<file path="src/deq_pkg.sv">
// Shared types and constants for the double-ended queue.
package deq_pkg;

  localparam int unsigned DEPTH_DEFAULT = 16;
  localparam int unsigned DATA_W        = 32;

  // Command codes carried on the request channel
  localparam logic [1:0] CMD_PUSH_FRONT = 2'd0;
  localparam logic [1:0] CMD_PUSH_BACK  = 2'd1;
  localparam logic [1:0] CMD_POP_FRONT  = 2'd2;
  localparam logic [1:0] CMD_POP_BACK   = 2'd3;

  // Result status codes
  localparam logic [1:0] ST_OK    = 2'd0;
  localparam logic [1:0] ST_EMPTY = 2'd1;
  localparam logic [1:0] ST_FULL  = 2'd2;

  // Operation broadcast to every cell of a chain
  typedef enum logic [2:0] {
    CELL_HOLD,    // keep contents
    CELL_INSERT,  // shift away from the head, new value enters at the head
    CELL_REMOVE,  // shift towards the head, head entry leaves
    CELL_APPEND,  // first free cell takes the new value
    CELL_DROP     // last held cell lets go of its entry
  } cell_op_t;

endpackage

</file>
<file path="src/deq_cell.sv">
// One storage cell of a chain: an entry, its valid flag and the neighbour moves.
module deq_cell (
  input  logic                                clk,
  input  logic                                rst,
  input  deq_pkg::cell_op_t                   op,
  input  logic signed [deq_pkg::DATA_W-1:0]   value,
  input  logic signed [deq_pkg::DATA_W-1:0]   left_data,
  input  logic                                left_valid,
  input  logic signed [deq_pkg::DATA_W-1:0]   right_data,
  input  logic                                right_valid,
  output logic signed [deq_pkg::DATA_W-1:0]   data,
  output logic                                valid
);

  logic signed [deq_pkg::DATA_W-1:0] data_next;
  logic                              valid_next;

  always_comb begin
    data_next  = data;
    valid_next = valid;
    unique case (op)
      deq_pkg::CELL_HOLD: begin
      end
      deq_pkg::CELL_INSERT: begin
        data_next  = left_data;
        valid_next = left_valid;
      end
      deq_pkg::CELL_REMOVE: begin
        data_next  = right_data;
        valid_next = right_valid;
      end
      deq_pkg::CELL_APPEND: begin
        if (!valid && left_valid) begin
          data_next  = value;
          valid_next = 1'b1;
        end
      end
      deq_pkg::CELL_DROP: begin
        if (valid && !right_valid) begin
          valid_next = 1'b0;
        end
      end
      default: begin
      end
    endcase
  end

  always_ff @(posedge clk) begin
    data <= data_next;
    if (rst) begin
      valid <= 1'b0;
    end else begin
      valid <= valid_next;
    end
  end

endmodule

</file>
<file path="src/deq_chain.sv">
// A row of cells held packed against the head, exposing the head entry.
module deq_chain #(
  parameter int unsigned DEPTH = deq_pkg::DEPTH_DEFAULT
) (
  input  logic                                clk,
  input  logic                                rst,
  input  deq_pkg::cell_op_t                   op,
  input  logic signed [deq_pkg::DATA_W-1:0]   value,
  output logic signed [deq_pkg::DATA_W-1:0]   head_data,
  output logic                                head_valid
);

  logic signed [deq_pkg::DATA_W-1:0] cell_data  [DEPTH];
  logic                              cell_valid [DEPTH];

  for (genvar i = 0; i < DEPTH; i++) begin : g_cell
    logic signed [deq_pkg::DATA_W-1:0] l_data;
    logic                              l_valid;
    logic signed [deq_pkg::DATA_W-1:0] r_data;
    logic                              r_valid;

    // The head cell sees the incoming value as its left neighbour
    if (i == 0) begin : g_head
      assign l_data  = value;
      assign l_valid = 1'b1;
    end else begin : g_inner_l
      assign l_data  = cell_data[i-1];
      assign l_valid = cell_valid[i-1];
    end

    // The tail cell sees an empty right neighbour
    if (i == DEPTH - 1) begin : g_tail
      assign r_data  = '0;
      assign r_valid = 1'b0;
    end else begin : g_inner_r
      assign r_data  = cell_data[i+1];
      assign r_valid = cell_valid[i+1];
    end

    deq_cell u_cell (
      .clk         (clk),
      .rst         (rst),
      .op          (op),
      .value       (value),
      .left_data   (l_data),
      .left_valid  (l_valid),
      .right_data  (r_data),
      .right_valid (r_valid),
      .data        (cell_data[i]),
      .valid       (cell_valid[i])
    );
  end

  assign head_data  = cell_data[0];
  assign head_valid = cell_valid[0];

endmodule

</file>
<file path="src/double_ended_queue.sv">
// An accepted request's result appears in the output register in the next cycle.
// Throughput: one request per cycle while no result is stalled; every cell updates in the same edge as the request.
// A result held under res_stall stalls new requests until it is taken.
// Reset clears the occupancy, the result valid and every cell's valid flag at once;
// stored entries are not cleared and are never read before being written.
module double_ended_queue #(
  parameter int unsigned DEPTH = deq_pkg::DEPTH_DEFAULT,
  parameter int unsigned OCC_W = $clog2(DEPTH + 1)
) (
  input  logic                                clk,
  input  logic                                rst,
  // request channel
  input  logic                                cmd_valid,
  output logic                                cmd_stall,
  input  logic [1:0]                          cmd,
  input  logic signed [deq_pkg::DATA_W-1:0]   value,
  // result channel
  output logic                                res_valid,
  input  logic                                res_stall,
  output logic [1:0]                          status,
  output logic [OCC_W-1:0]                    occupancy,
  output logic signed [deq_pkg::DATA_W-1:0]   front_value,
  output logic signed [deq_pkg::DATA_W-1:0]   back_value
);

  // The queue is kept twice: the front chain holds the entries front first,
  // the back chain holds the same entries back first. Each end of the queue
  // is therefore always the head cell of one chain, and every update is a
  // neighbour-to-neighbour move inside the cells.

  logic                              accept;
  logic                              is_push;
  logic                              full;
  logic                              empty;
  logic                              refused;
  logic [OCC_W-1:0]                  count;
  logic [OCC_W-1:0]                  count_next;
  logic [1:0]                        status_next;
  deq_pkg::cell_op_t                 front_op;
  deq_pkg::cell_op_t                 back_op;
  logic signed [deq_pkg::DATA_W-1:0] front_head;
  logic                              front_head_valid;
  logic signed [deq_pkg::DATA_W-1:0] back_head;
  logic                              back_head_valid;

  // Hold requests while a finished result waits to be taken
  assign cmd_stall = res_valid && res_stall;
  assign accept    = cmd_valid && !cmd_stall;

  assign is_push = (cmd == deq_pkg::CMD_PUSH_FRONT) || (cmd == deq_pkg::CMD_PUSH_BACK);
  assign full    = (count == OCC_W'(DEPTH));
  assign empty   = (count == '0);
  assign refused = is_push ? full : empty;

  // Decode the request into one operation for each chain; a refused request
  // leaves both chains and the count untouched.
  always_comb begin
    front_op    = deq_pkg::CELL_HOLD;
    back_op     = deq_pkg::CELL_HOLD;
    count_next  = count;
    status_next = deq_pkg::ST_OK;
    if (refused) begin
      status_next = is_push ? deq_pkg::ST_FULL : deq_pkg::ST_EMPTY;
    end else begin
      unique case (cmd)
        deq_pkg::CMD_PUSH_FRONT: begin
          front_op   = deq_pkg::CELL_INSERT;
          back_op    = deq_pkg::CELL_APPEND;
          count_next = count + OCC_W'(1);
        end
        deq_pkg::CMD_PUSH_BACK: begin
          front_op   = deq_pkg::CELL_APPEND;
          back_op    = deq_pkg::CELL_INSERT;
          count_next = count + OCC_W'(1);
        end
        deq_pkg::CMD_POP_FRONT: begin
          front_op   = deq_pkg::CELL_REMOVE;
          back_op    = deq_pkg::CELL_DROP;
          count_next = count - OCC_W'(1);
        end
        deq_pkg::CMD_POP_BACK: begin
          front_op   = deq_pkg::CELL_DROP;
          back_op    = deq_pkg::CELL_REMOVE;
          count_next = count - OCC_W'(1);
        end
        default: begin
        end
      endcase
    end
  end

  // Only an accepted request may move the chains
  deq_chain #(.DEPTH(DEPTH)) u_front (
    .clk        (clk),
    .rst        (rst),
    .op         (accept ? front_op : deq_pkg::CELL_HOLD),
    .value      (value),
    .head_data  (front_head),
    .head_valid (front_head_valid)
  );

  deq_chain #(.DEPTH(DEPTH)) u_back (
    .clk        (clk),
    .rst        (rst),
    .op         (accept ? back_op : deq_pkg::CELL_HOLD),
    .value      (value),
    .head_data  (back_head),
    .head_valid (back_head_valid)
  );

  // Count and result register; the state only moves on an accepted request,
  // which cannot happen while a result is stalled, so the payload holds.
  always_ff @(posedge clk) begin
    if (rst) begin
      count     <= '0;
      res_valid <= 1'b0;
      status    <= deq_pkg::ST_OK;
    end else begin
      if (accept) begin
        count     <= count_next;
        status    <= status_next;
        res_valid <= 1'b1;
      end else if (!res_stall) begin
        res_valid <= 1'b0;
      end
    end
  end

  assign occupancy   = count;
  // Drop stale cell contents to zero when the queue is empty
  assign front_value = front_head_valid ? front_head : '0;
  assign back_value  = back_head_valid ? back_head : '0;

  a_count_bound : assert property (@(posedge clk) disable iff (rst)
    count <= OCC_W'(DEPTH))
    else $error("occupancy beyond depth");

  a_front_matches_count : assert property (@(posedge clk) disable iff (rst)
    front_head_valid == (count != '0))
    else $error("front chain head disagrees with occupancy");

  a_back_matches_count : assert property (@(posedge clk) disable iff (rst)
    back_head_valid == (count != '0))
    else $error("back chain head disagrees with occupancy");

  a_refused_keeps_count : assert property (@(posedge clk) disable iff (rst)
    (accept && refused) |=> (count == $past(count)) && (status != deq_pkg::ST_OK))
    else $error("refused request changed the queue");

  a_accept_gives_result : assert property (@(posedge clk) disable iff (rst)
    accept |=> res_valid)
    else $error("accepted request produced no result");

endmodule

</file>
<file path="config.mk">
export PLATFORM = sky130hd
export DESIGN_NAME = double_ended_queue
export DESIGN_NICKNAME = d
export VERILOG_FILES = /design/src/deq_pkg.sv /design/src/deq_cell.sv /design/src/deq_chain.sv /design/src/double_ended_queue.sv
export SDC_FILE = /design/constraint.sdc
export NUM_CORES = 1
export LEC_CHECK = 0
export ABC_CLOCK_PERIOD_IN_PS = 4700
export BUFFER_PORTS_ARGS = -buffer_cell sky130_fd_sc_hd__buf_4
export CORE_AREA = 4 4 351 491
export DETAILED_ROUTE_END_ITERATION = 8
export DIE_AREA = 0 0 355 495
export HOLD_SLACK_MARGIN = 0.15
export PLACE_DENSITY = 0.42
export SLEW_MARGIN = 20
export SYNTH_ARGS = -nofsm -noshare
export SYNTH_HDL_FRONTEND = slang
export SYNTH_SLANG_ARGS = --single-unit
</file>
<file path="constraint.sdc">
create_clock -name clk -period 4.7 [get_ports clk]
set_input_delay 0.705 -clock clk [delete_from_list [all_inputs] [get_ports clk]]
set_output_delay 0.705 -clock clk [all_outputs]
set_load 0.005 [all_outputs]
</file>
==> results of run 1 <==
[cell type report]
cell class | count | share of cell area, %
Clock buffer | 131 | 5.100
Inverter | 10 | 0.06545
Clock inverter | 75 | 1.309
Tap cell | 2250 | 4.908
Sequential cell | 1064 | 55.01
Antenna cell | 2 | 0.008726
Multi-Input combinational cell | 3429 | 29.73
Timing Repair Buffer | 220 | 3.861
[metal layers]
metal | part of all wire [%] | vias to the layer above
met2 | 48 | 897
li1 | - | 17570
met4 | 2.0 | 4
met5 | 0.018 | -
met1 | 45 | 18480
met3 | 4.6 | 156
[worst paths after layout]
kind | from | to | slack, ps | depth (start not counted)
worst max-delay path | cmd[0] | u_front.g_cell[9].u_cell.data[16]$_DFFE_PP_ | 1610 | 8
worst min-delay path | cmd_valid | res_valid$_SDFFE_PP0P_ | 230 | 2
worst max register to register | occupancy[0]$_SDFFE_PP0P_ | u_front.g_cell[1].u_cell.data[22]$_DFFE_PP_ | 1770 | 8
worst min register to register | occupancy[3]$_SDFFE_PP0P_ | occupancy[3]$_SDFFE_PP0P_ | 510 | 2
[power by group]
part	switching (W)	leakage [nW]	internal [W]
clock network	0.00392	1.81	0.00525
logic	0.00277	9.55	0.00118
registers	0.000510	9.84	0.0119
[cell families (layout without fill, tap and decap cells)]
family	Yosys count	count (layout)	synth area share (%)
DFF	1064	1064	62.90
adders and majority gates	9	9	0.2395
AOI/OAI and AO/OA	1062	1062	10.99
other	0	2	0
xor gates and xnor gates	3	3	0.05239
and+or+nand+nor	2290	2290	20.46
buffers and inverters	469	436	3.911
muxes	65	65	1.457
[worst max-delay path: cells and delay by family]
family                     cells  cell delay [ps]
buffers and inverters          3             1020
and+or+nand+nor                2              580
AOI/OAI and AO/OA              2              710
adders and majority gates      1              340
[per-stage QoR]
stage,util [%],instance area (sq um),hold WS (ps)
2_1_floorplan,-,50160,472.0
3_3_place_gp,31.96,53670,496.9
3_5_place_dp,31.96,53670,502.6
4_1_cts,34.15,57350,165.4
5_1_grt,34.15,57350,201.5
6_report,34.15,57350,228.9
[Yosys cell counts (9+ instances only)]
| cell type | count | share of area [%] |
|---|---|---|
| nand2_1 | 1117 | 8.4 |
| edfxtp_1 | 1024 | 61 |
| nand3_1 | 913 | 9.1 |
| a21oi_1 | 518 | 5.2 |
| o21ai_0 | 484 | 4.8 |
| clkbuf_1 | 308 | 2.3 |
| buf_2 | 134 | 1.3 |
| and2_1 | 99 | 1.2 |
| mux2_2 | 64 | 1.4 |
| nor2_1 | 57 | 0.43 |
| dfxtp_1 | 40 | 1.6 |
| nand2b_1 | 27 | 0.34 |
| nand2_2 | 21 | 0.26 |
| and3_1 | 13 | 0.16 |
| nor3_1 | 12 | 0.12 |
| inv_1 | 10 | 0.075 |
| buf_1 | 9 | 0.067 |
| o32ai_1 | 9 | 0.16 |
[registers in the layout (all words and copies together) (netlist names)]
register,count
u_back.g_cell.u_cell.valid,16
u_front.g_cell.u_cell.valid,16
status,2
res_valid,1
u_front.g_cell.u_cell.data,512
u_back.g_cell.u_cell.data,512
occupancy,5
==> metrics, run 1 <==
run status finished, final reports clean; grt met1 use a little over a fifth; Synth async-reset ratio 0%; sequential fraction of the synthesis area between 60 and 70%; Tightest Pin Transition between 1000 and 1500 ps; Fmax ~0.32 GHz; CORE AREA approximately 170000 sq um; Num CTS Buffers 110; pin count of the biggest net entering global routing approximately 180; Hold WC Path Type in2reg; vias in the first global route 36140; WL per Instance between 20 and 25 microns; die width between 300 and 400 microns; CTS clock-pin slew for the worst setup and hold paths 60 ps; Max H-tree Level 3; initial core utilization 29.87%; Initial DRT Pass Iterations 8; # port buffers between 100 and 150; post-placement worst setup slack ~810 ps; WL final approximately 150 mm; Setup crit end kind flop; YS warnings 0; CP arrival about 3400 ps; final net count 4882; row count about 180; met3 Use GR under 10%; DRC Markers 0; commonest cells after routing, fill and taps aside nand2_1 (1117), edfxtp_1 (1024), nand3_1 (909); MaxCap Viol Count 0; gr usage total between 10% and 20%; crit-path max FO 32; final cell count without fillers around 7200; most used flip-flop cell after synthesis edfxtp_1; Final setup viols 0; commonest non-fill, non-tap cell in the layout nand2_1; Post-synth EDFFs approximately 1000; Final Max Slew Viols 0; clock latency on the worst-skew pair 720 ps; final global-route overflow total 0; most frequent CP cell buf_4; final hold vios 0; Die Y roughly 500 microns; power per cell area approximately 450 nW/um^2; Max transition margin around a third; fin crit share 65.83%; GPL Wtd Cong about 0.74; Startpoint Class primary input; P_leak 21.21 nW; Fill cells 17230; overall power 0.02557 W; critical path's largest stage delay about 580 ps; IO Pins approximately 110; maximum vdd drop 270.1 uV; starting DRC count in detailed routing approximately 3500; synthesis-to-layout area growth 14.34%; CTS Hold Bufs 0; Syn Nets about 5000; syn_area_per_cell 10.11 sq um; initial antenna violation count 11; WP data required between 5000 and 6000 ps; RSZ-0062 raised after global routing false; Fin Clk Skew just under 30 ps; Worst path slowest cell buf_4; Synth Register Bits ~1100; layout cells sized above 1 about a tenth; Root Driver clkbuf_16; clock buffer depth 3; ANT nets after route 0; minimum clock period 3094 ps; setup_tns 0 ps; post-DP HPWL roughly 86 mm; Vias between 30000 and 40000; CTS tree yes; register area 31550 sq um; Vias/cell about 5.2; synthesized area 50160 sq um; met2 GRT Util 27.74%; clk sinks ~1100; Die ar. 175700 sq um; Yosys cell types between 50 and 60; first-pass GRT wire length about 230 mm; Syn Inst Count between 4000 and 5000; worst setup margin roughly 1600 ps; DP Cell Count 6973; Setup CP Type in2reg; CTS resizes 0; footprint of the multi-input gates between 15000 and 20000 sq um; crit-path cells buf_4 > ha_1 > o21bai_4 > nor2_1 > or3_1 > buf_4 > a21oi_4 > buf_4; gr busiest metal met2; Post-CTS Repair Setup Buffers 0
No activity file was read; power rests on OpenSTA's default activity.
==> inputs of run 2 (changes only) <==
--- a/config.mk
+++ b/config.mk
@@ -5,7 +5,7 @@
 export SDC_FILE = /design/constraint.sdc
 export NUM_CORES = 1
 export LEC_CHECK = 0
-export ABC_CLOCK_PERIOD_IN_PS = 4700
+export ABC_CLOCK_PERIOD_IN_PS = 2900
 export BUFFER_PORTS_ARGS = -buffer_cell sky130_fd_sc_hd__buf_4
 export CORE_AREA = 4 4 351 491
 export DETAILED_ROUTE_END_ITERATION = 8
==> constraint.sdc (replaced) <==
create_clock -name clk -period 2.9 [get_ports clk]
set_input_delay 0.435 -clock clk [delete_from_list [all_inputs] [get_ports clk]]
set_output_delay 0.435 -clock clk [all_outputs]
set_load 0.005 [all_outputs]
==> run 2 against run 1 <==
  * Core utilization grew 1.4 points
  * Non-clock buffer count up 201
  * Cell count increased by 2.8%
  * Count of clock-buffer cells in the layout is 22 higher
  * Clock power rose by 53%
  * Wire length grew 3.4%
  * Via count grew 1.9%
  * Sequential share of layout area decreased by 2.2 points
  * Worst hold slack better by 93 ps
==> metrics, run 2 (synthesis results as in run 1) <==
Setup CP Type reg2out; gr usage total around 17%; GPL Wtd Cong around 0.76; RSZ-0062 raised after global routing false; Num CTS Buffers between 100 and 150; CTS resizes 0; final core utilization a little over a third; clock buffer depth 3; first-pass GRT wire length 233.1 mm; initial core utilization 29.87%; placed cell areas 55940 sq um; final net count 5086; WP data required 2470 ps; IO Pins roughly 110; pin count of the biggest net entering global routing approximately 120; met3 Use GR 2.001%; maximum vdd drop 401.2 uV; Die ar. ~180000 sq um; commonest non-fill, non-tap cell in the layout nand2_1; Root Driver clkbuf_16; Die Y 495 microns; CTS clock-pin slew for the worst setup and hold paths 60 ps; Max transition margin between 50% and 60%; grt met1 use between 20% and 30%; MaxCap Viol Count 0; CP arrival between 2000 and 2500 ps; Setup crit end kind output pin; Fill cells approximately 17000; synthesis-to-layout area growth 19.10%; vias in the first global route 37010; Startpoint Class flop; WL final 153.4 mm; CORE AREA around 170000 sq um; layout cells sized above 1 13.09%; Final Max Slew Viols 0; Fmax 0.3876 GHz; run status finished, final reports clean; CTS tree yes; footprint of the multi-input gates 17070 sq um; final global-route overflow total 0; met2 GRT Util approximately 28%; DRC Markers 0; ANT nets after route 0; Top Registers u_back.g_cell.u_cell.data: 512 flops, u_front.g_cell.u_cell.data: 512 flops; fin crit share about nine tenths; Reg2Reg Depth 8; commonest cells after routing, fill and taps aside nand2_1 (1117), edfxtp_1 (1024), nand3_1 (909); Hold Crit Depth 5; starting DRC count in detailed routing between 3000 and 4000; final hold vios 0; Tightest Pin Transition between 700 and 800 ps; die width 355 microns; Hold Slack around 320 ps; power per cell area around 700 nW/um^2; Design Area, Final approximately 60000 sq um; WL per Instance between 20 and 25 microns; Fin Clk Skew roughly 21 ps; Vias/cell 5.124; # port buffers 110; clk sinks between 1000 and 1500; Final setup viols 0; Hold WC Path Type in2reg; P_leak 22.34 nW; post-DP HPWL between 90 and 100 mm; clock latency on the worst-skew pair roughly 730 ps; row count 178; Vias around 38000; minimum clock period between 2000 and 3000 ps; crit-path max FO 24; register area ~32000 sq um; Initial DRT Pass Iterations 5; Max H-tree Level 3; gr busiest metal met2; initial antenna violation count 8
-- run 2: cell types whose count changed in the layout (fill, tap and decap cells not counted), sizes merged --
cell,change
clkbuf,+22
bufinv,-11
clkinv,-11
diode,+1
clkinvlp,+1
dlygate4sd3,+35
inv,-3
buf,+166
-- run 2: where the power goes --
| group | total (W) | switching (W) | leakage (nW) | internal, W |
|---|---|---|---|---|
| Combinational | 0.00712 | 0.00463 | 10.8 | 0.00249 |
| Clock | 0.0140 | 0.00631 | 1.67 | 0.00771 |
| Sequential | 0.0202 | 0.000879 | 9.84 | 0.0193 |
-- run 2: per-layer routing --
layer  vias to the layer above  wire length (microns)  part of all wire, %
met5                         -                      0                    0
met4                         0                   3731                  2.4
met3                       173                   6818                  4.4
met2                       923                  73280                   48
met1                     18750                  69590                   45
li1                      17980                      -                    -
-- run 2: area by class of cell --
type,count,area share (%)
sequential,1064,52.82
timing repair buffer,421,8.055
inverter,10,0.06702
multi-input combinational,3429,28.58
antenna,3,0.01257
clock buffer,153,5.125
clock inverter,51,0.6325
tap,2250,4.712
-- run 2: stage by stage --
step	setup slack (ps)	cells	power (W)	TNS [ps]
floorplan	-147.6	4962	0.02429	-26100
global placement	40.57	7139	0.02763	0
detailed placement	30.48	7139	0.02772	0
CTS	209.8	7378	0.04202	0
global route	141.1	7379	0.04337	0
finish	320.3	7381	0.04135	0
-- run 2: final timing paths --
check                                                                 start                                           to  slack [ps]
worst max-delay path            u_front.g_cell[0].u_cell.valid$_SDFFE_PP0P_                              front_value[20]         320
worst min-delay path                                                 cmd[0]                       status[1]$_SDFFE_PP0N_         320
worst max register to register                    occupancy[1]$_SDFFE_PP0P_  u_front.g_cell[3].u_cell.data[17]$_DFFE_PP_         330
worst min register to register   u_back.g_cell[4].u_cell.valid$_SDFFE_PP0P_   u_back.g_cell[4].u_cell.valid$_SDFFE_PP0P_         530
-- run 2: critical path, stage by stage (launching register included) --
cell     delay, ps
dfxtp_2        750
buf_4          340
and2_1         170
buf_4          110
-- run 2: repair_timing --
item                      CTS  global route
hold buffers               35             0
hold endpoints to repair   78             0
setup buffers               0             0
